### src/hw/rtl/sorted_key_floor_search_assert.svh
// Assertion macros for the RTL file that checks itself.
`ifndef SORTED_KEY_FLOOR_SEARCH_ASSERT_SVH
`define SORTED_KEY_FLOOR_SEARCH_ASSERT_SVH

// Check that cons holds in the same cycle whenever ante holds.
`define SKFS_ASSERT_IMP(label, clk, rst_n, ante, cons) \
	label: assert property (@(posedge clk) disable iff (!rst_n) (ante) |-> (cons)) \
		else $error("skfs: same-cycle check failed");

// Check that cons holds in the cycle after ante holds.
`define SKFS_ASSERT_NEXT(label, clk, rst_n, ante, cons) \
	label: assert property (@(posedge clk) disable iff (!rst_n) (ante) |=> (cons)) \
		else $error("skfs: next-cycle check failed");

`endif

### src/hw/rtl/skfs_pkg.sv
package skfs_pkg;

	localparam int MAX_ENTRIES = 1024;
	localparam int IDX_W       = $clog2(MAX_ENTRIES);
	localparam int CNT_W       = IDX_W + 1;
	localparam int KEY_W       = 31;
	localparam int REQ_W       = 3;
	localparam int STAT_W      = 2;

	typedef enum logic [REQ_W-1:0] {
		REQ_CLEAR       = 3'd0,
		REQ_APPEND      = 3'd1,
		REQ_FLOOR       = 3'd2,
		REQ_FLOOR_AFTER = 3'd3,
		REQ_NEXT        = 3'd4
	} req_t;

	typedef enum logic [STAT_W-1:0] {
		STAT_OK       = 2'd0,
		STAT_FULL     = 2'd1,
		STAT_NOT_ABOVE = 2'd2
	} status_t;

	typedef enum logic [1:0] {
		S_IDLE,
		S_SEARCH,
		S_NEXT,
		S_DONE
	} state_t;

	// Key memory write port
	typedef struct packed {
		logic             en;
		logic [IDX_W-1:0] addr;
		logic [KEY_W-1:0] data;
	} mem_wr_t;

	// Key memory read port
	typedef struct packed {
		logic             en;
		logic [IDX_W-1:0] addr;
	} mem_rd_t;

	// Search launch command
	typedef struct packed {
		logic             start;
		logic [CNT_W-1:0] first;
		logic [CNT_W-1:0] count;
		logic [KEY_W-1:0] bound;
	} srch_cmd_t;

	// Search outcome, valid for one cycle with done
	typedef struct packed {
		logic             done;
		logic             found;
		logic [IDX_W-1:0] idx;
		logic [KEY_W-1:0] key;
	} srch_res_t;

endpackage

### src/hw/rtl/skfs_search.sv
module skfs_search
	import skfs_pkg::*;
(
	input  logic             clk,
	input  logic             arst_n,
	input  srch_cmd_t        cmd,
	input  logic [KEY_W-1:0] rd_data,
	output mem_rd_t          rd,
	output srch_res_t        res
);

	logic             busy_q;
	logic [CNT_W-1:0] lo_q, hi_q, mid_q;
	logic [KEY_W-1:0] bound_q;
	logic             hit_q;
	logic [KEY_W-1:0] hit_key_q;
	logic             res_done_q;
	logic             res_found_q;
	logic [IDX_W-1:0] res_idx_q;
	logic [KEY_W-1:0] res_key_q;

	logic             le;
	logic [CNT_W-1:0] lo_n, hi_n, lo_c, hi_c, mid_c, span;
	logic             issue, fin, found_c;
	logic [CNT_W-1:0] idx_c;

	// Compare the key read last cycle and narrow the range
	always_comb begin
		le    = (rd_data <= bound_q);
		lo_n  = le ? (mid_q + CNT_W'(1)) : lo_q;
		hi_n  = le ? hi_q : mid_q;
		lo_c  = cmd.start ? cmd.first : lo_n;
		hi_c  = cmd.start ? cmd.count : hi_n;
		span  = hi_c - lo_c;
		mid_c = lo_c + (span >> 1);
		issue = (cmd.start || busy_q) && (lo_c < hi_c);
		fin   = (cmd.start || busy_q) && !issue;
		found_c = busy_q && (hit_q || le);
		idx_c   = lo_c - CNT_W'(1);
	end

	assign rd.en   = issue;
	assign rd.addr = mid_c[IDX_W-1:0];

	// Control state of the iteration
	always_ff @(posedge clk or negedge arst_n) begin
		if (!arst_n) begin
			busy_q     <= 1'b0;
			res_done_q <= 1'b0;
		end else begin
			busy_q     <= issue;
			res_done_q <= fin;
		end
	end

	// Range, best hit and outcome
	always_ff @(posedge clk) begin
		if (cmd.start) begin
			bound_q <= cmd.bound;
			hit_q   <= 1'b0;
		end else if (busy_q && le) begin
			hit_q     <= 1'b1;
			hit_key_q <= rd_data;
		end
		if (cmd.start || busy_q) begin
			lo_q  <= lo_c;
			hi_q  <= hi_c;
			mid_q <= mid_c;
		end
		if (fin) begin
			res_found_q <= found_c;
			res_idx_q   <= found_c ? idx_c[IDX_W-1:0] : '0;
			res_key_q   <= found_c ? (le ? rd_data : hit_key_q) : '0;
		end
	end

	// Present the outcome
	always_comb begin
		res.done  = res_done_q;
		res.found = res_found_q;
		res.idx   = res_idx_q;
		res.key   = res_key_q;
	end

endmodule

### config.mk
export PLATFORM = sky130hd
export DESIGN_NAME = skfs_search
export DESIGN_NICKNAME = d
export VERILOG_FILES = /design/src/hw/rtl/sorted_key_floor_search_assert.svh /design/src/hw/rtl/skfs_pkg.sv /design/src/hw/rtl/skfs_search.sv
export SDC_FILE = /design/constraint.sdc
export NUM_CORES = 1
export LEC_CHECK = 0
export BUFFER_PORTS_ARGS = -buffer_cell sky130_fd_sc_hd__buf_2
export CAP_MARGIN = 20
export CELL_PAD_IN_SITES_DETAIL_PLACEMENT = 0
export CELL_PAD_IN_SITES_GLOBAL_PLACEMENT = 2
export CORE_MARGIN = 2
export CORE_UTILIZATION = 39
export DETAILED_ROUTE_END_ITERATION = 12
export GPL_ROUTABILITY_DRIVEN = 1
export HOLD_SLACK_MARGIN = 0.05
export PLACE_DENSITY_LB_ADDON = 0.1
export SETUP_SLACK_MARGIN = 0.15
export SYNTH_ARGS = -nofsm -noshare
export SYNTH_HDL_FRONTEND = slang
export SYNTH_SLANG_ARGS = --single-unit
export TNS_END_PERCENT = 5
### constraint.sdc
create_clock -name clk -period 20.5 [get_ports clk]
set_input_delay 2.05 -clock clk [delete_from_list [all_inputs] [get_ports clk]]
set_output_delay 2.05 -clock clk [all_outputs]
set_load 0.02 [all_outputs]
# Yosys cells after proc, flatten, opt, wreduce, memory -nomap -nowiden
# Index checks and enable logic that the tools add are counted.
# op_classes
magnitude_cmp,2
muxes,5
n_addsub,4
reduce_logical,8
bitwise_logic,1
# ops
cell,n
two-way mux 11 bit,4
less-or-equal comparator 31 bit,1
two-way mux 31 bit,1
adder 11 x 1 -> 11 bit (second input constant),1
adder 11 x 10 -> 11 bit,1
< comparator 11 bit,1
subtractor 11 bit,1
subtractor 10 x 1 -> 10 bit (second input constant),1
logical AND 1 bit,4
logical OR 1 bit,2
AND reduction 2 bit,1
logical NOT 1 bit,1
inverter 1 bit,1
# word_totals
out_inout_bits,54
in_bits,87
elab_cells,31
ff_bits,140

# Longest topological paths before layout
# depth
ltp_word,7
ltp_mapped,28
depth_no_buf,26

# Worst setup path after synthesis
# No wires, ideal clock.
# synth_timing
path_kind,input-to-reg
start,in rd_data[26]
end,reg res_found_q (enable)
setup_slack_ns,10.819
t_required_ns,19.980
setup_ns,0.520
cell_stages,18
t_arrival_ns,9.161
n_path_buf,2
cell_sequence,ha_1 nand4_1 nor4_4 a22oi_1 buf_2 nor2_1 clkbuf_1 mux2i_1 o21ai_0 ha_1 inv_1 a211oi_1 a2111oi_2 a211oi_1 o221ai_1 and2_1 o21ai_1 a311oi_1
# synth_via
elab_chain_len,7
elab_cells_between_ends,9
classes_between,2 x order compare; 4 x mux; 3 x reduce/logical
# synth_rtl
element,line,text
"start, declared",skfs_search.sv:7,"input logic [KEY_W-1:0] rd_data,"
less-or-equal comparator 31 bit,skfs_search.sv:29,le = (rd_data <= bound_q);
two-way mux 11 bit,skfs_search.sv:31,hi_n = le ? hi_q : mid_q;
two-way mux 11 bit,skfs_search.sv:33,hi_c = cmd.start ? cmd.count : hi_n;
named net hi_c[2],skfs_search.sv:23,"logic [CNT_W-1:0] lo_n, hi_n, lo_c, hi_c, mid_c, span;"
< comparator 11 bit,skfs_search.sv:36,issue = (cmd.start || busy_q) && (lo_c < hi_c);
logical AND 1 bit,skfs_search.sv:36,
logical NOT 1 bit,skfs_search.sv:37,fin = (cmd.start || busy_q) && !issue;
logical AND 1 bit,skfs_search.sv:37,
named net fin,skfs_search.sv:24,"logic issue, fin, found_c;"
"end signal, assigned",skfs_search.sv:71,res_found_q <= found_c;
"end, declared",skfs_search.sv:18,logic res_found_q;
# The timed path passes the listed nets, and every way through them passes these cells.
# A chain may end at the register's enable or synchronous reset.

==> impl_metrics.ini <==
[timing]
max_slew_margin_pct = 39.2
worst_pin_slew_ps = 912
finalCritPeriodShare_pct = 47.1
finalSetupViolations = 0
skew_ps = 10.2
hold_viol_final = 0
period_minus_slack_ps = 9650
fmax_mhz = 104
setup_tns_ps = 0
fin_ws_ps = 10850
slew_viol_final = 0
rsz0062_at_grt = false

[power]
ir_drop_mv = 0.128
leakage_nw = 3.91
power.density_nw_per_um2 = 158

[clocking]
cts_setup_buffers = 0
clk_latency_ps = 420
cts_tree = built
cts_root_buf = clkbuf_16
cts_sinks = 140
cts.hold.buffers_added = 0
cts_buffer_depth = 2
cts-resized-gates = 0
cts.clk_slew.worst_paths_ps = 50
cts_buffers = 17
h-tree-depth = 4

[worst_setup_path]
crit_type = input pin to output port
r2r-end = res_key_q[10]
cp_max_fo = 12
reg2reg_slack_ps = 14450
reg2reg_depth = 19
required_ps = 18450
worst_ep_arrival_time_ps = 7600
rr_startpoint = bound_q[26]
worst_setup_path_start_kind = input pin
end_kind = output port

[yosys]
synth.distinct_cells = 72
syn-num-nets = 835
syn_area_per_cell_sq_um = 11.1
synth_seq_area_share_pct = 54.2
synth_area_sq_um = 7710
ys_ff_latch = 140
synth_flop_cell = edfxtp_1
syn_inst = 695
synth-edff-count = 137
ys_warn_count = 0
async_flop_share_pct = 1.43

[min_path]
min_to = hit_q
hp-start = hit_q
min_path_type = register to register
hold_depth = 2

[routing]
wl_met3_um = 830
drt_iter0_drc = 450
wl_met1_um = 8610
drt_first_pass_iters = 4
ant_nets = 0
post_drt_wl_per_cell_um = 17.7
drc = 0
top_layer = met4
routed_wl_um = 19600
vias = 5699
wl_met2_um = 9740
routed_via_density = 5.16

[finish]
nNetsFinal = 967
area_growth_pct = 20.8
register_area_sq_um = 4180
num_antenna_cells = 0
final_core_util_pct = 47.9
drive_above_1_share_pct = 25.4
final_common_cell = buf_2
multi_input_area_sq_um = 3130
mostFrequentLayoutCells = buf_2 (140), edfxtp_1 (137), nand2_1 (96), a21oi_1 (61), inv_1 (59)
fillers = 1829

[die]
rows = 51
start_util_pct = 39.6
die_w_um = 145
die_h_um = 145
pin_count = 141
design.core.area_sq_um = 19500
die_area_sq_um = 20900

[outcome]
status = finished, final reports clean

[placement]
gp_congestion = 0.850
post-place-ws_ps = 10780
portBuffers = 140
hpwl_um = 14100

[global_routing]
grt.total_usage_pct = 19.1
grt_max_degree = 77
grt_overflow_total = 0
grt_pass1_wl_um = 29900
grt_pass1_vias = 5635
antenna_found_initial = 0

[flow_run]
maxCapViolCount = 0
through the flow:
| stage | total power, W | area [sq um] | hold slack (ps) | instances |
|---|---|---|---|---|
| 3_5_place_dp | 0.00113 | 8650 | 534 | 1073 |
| 4_1_cts | 0.00149 | 9320 | 546 | 1105 |
| 2_1_floorplan | 0.000986 | 7710 | 437 | 695 |
| 5_1_grt | 0.00157 | 9320 | 583 | 1105 |
| 3_3_place_gp | 0.00112 | 8650 | 514 | 1073 |
| 6_report | 0.00147 | 9320 | 541 | 1105 |
worst max-delay path, stage by stage:
cell and delay (ps):
buf_2 120, ha_1 310, a211oi_1 260, o21bai_1 140
a2bb2oi_1 280, a22oi_1 140, buf_4 200, nor2_4 310
mux2i_1 220, o21ai_0 130, ha_1 380, inv_1 110
a211oi_1 400, a211o_2 270, xor2_1 170, ha_1 280
nor2b_1 140, o21ai_0 170, nand2b_1 130, a21o_1 180
a41oi_1 250, a41oi_2 200, o21ai_1 210, a21o_1 150
a21boi_1 200, buf_2 190
cells by family after synthesis:
group                    after synthesis  synth area share, %
multiplexers                          10                 1.30
adder cells (fa/ha/maj)               54                 8.82
AND/OR/NAND/NOR                      210                 13.4
buffers and inverters                 98                 5.63
flip-flops                           140                 54.2
XOR/XNOR                              30                 3.60
AO/OA/AOI/OAI                        153                 13.0
sequential cells by signal, summed over array words and instances (netlist names):
signal       count
bound_q         31
busy_q           1
res_idx_q       10
lo_q            11
res_found_q      1
hi_q            11
hit_key_q       31
res_done_q       1
hit_q            1
res_key_q       31
mid_q           11
synthesized netlist by cell type, drive strengths merged (5+ instances only):
cell type  count  area share [%]
nand3         21             1.6
buf           19             1.7
nand4         10             1.1
xnor2         19             2.4
and3           5            0.41
a21o           7            0.68
nor2          40             1.9
a211oi         9             1.0
o21a           5            0.52
clkbuf        16            0.78
a21oi         61             4.0
nor4           5            0.79
xor2          11             1.2
nor3          12            0.91
nand2         96             4.7
edfxtp       137              53
o21ai         36             2.4
ha            52             8.4
mux2i         10             1.3
a31oi          5            0.60
nand2b         5            0.41
inv           62             3.0
layer usage:
| metal | GRT usage, % | vias up |
|---|---|---|
| met2 | 32.6 | 138 |
| met5 | 0 | - |
| met4 | 7.26 | 0 |
| met3 | 3.54 | 26 |
| li1 | - | 2778 |
| met1 | 24.1 | 2757 |
layout make-up:
cell class	instances	area share (%)
sequential	140	44.9
timing repair buffer	148	8.16
tap	265	3.56
clock buffer	19	4.64
multi-input combinational	457	33.6
clock inverter	13	2.56
inverter	63	2.58
power by group:
group	total [W]	internal [W]	switching, W
Clock	0.000353	0.000230	0.000123
Combinational	0.000660	0.000228	0.000432
Sequential	0.000462	0.000428	0.0000336
Total	0.00147	0.000885	0.000588
worst max-delay path by stage:
stage                     cells after the start  slack [ps]     endpoint         from
after global placement                       21       11090        rd[8]  rd_data[26]
after CTS                                    26       10760        rd[8]  rd_data[20]
after detailed placement                     26       10780        rd[8]  rd_data[20]
after global routing                         26       10350        rd[8]  rd_data[20]
after floorplan                              18       10820  res_found_q  rd_data[26]
final                                        26       10850        rd[8]  rd_data[20]
(Power assumes the default switching activity.)
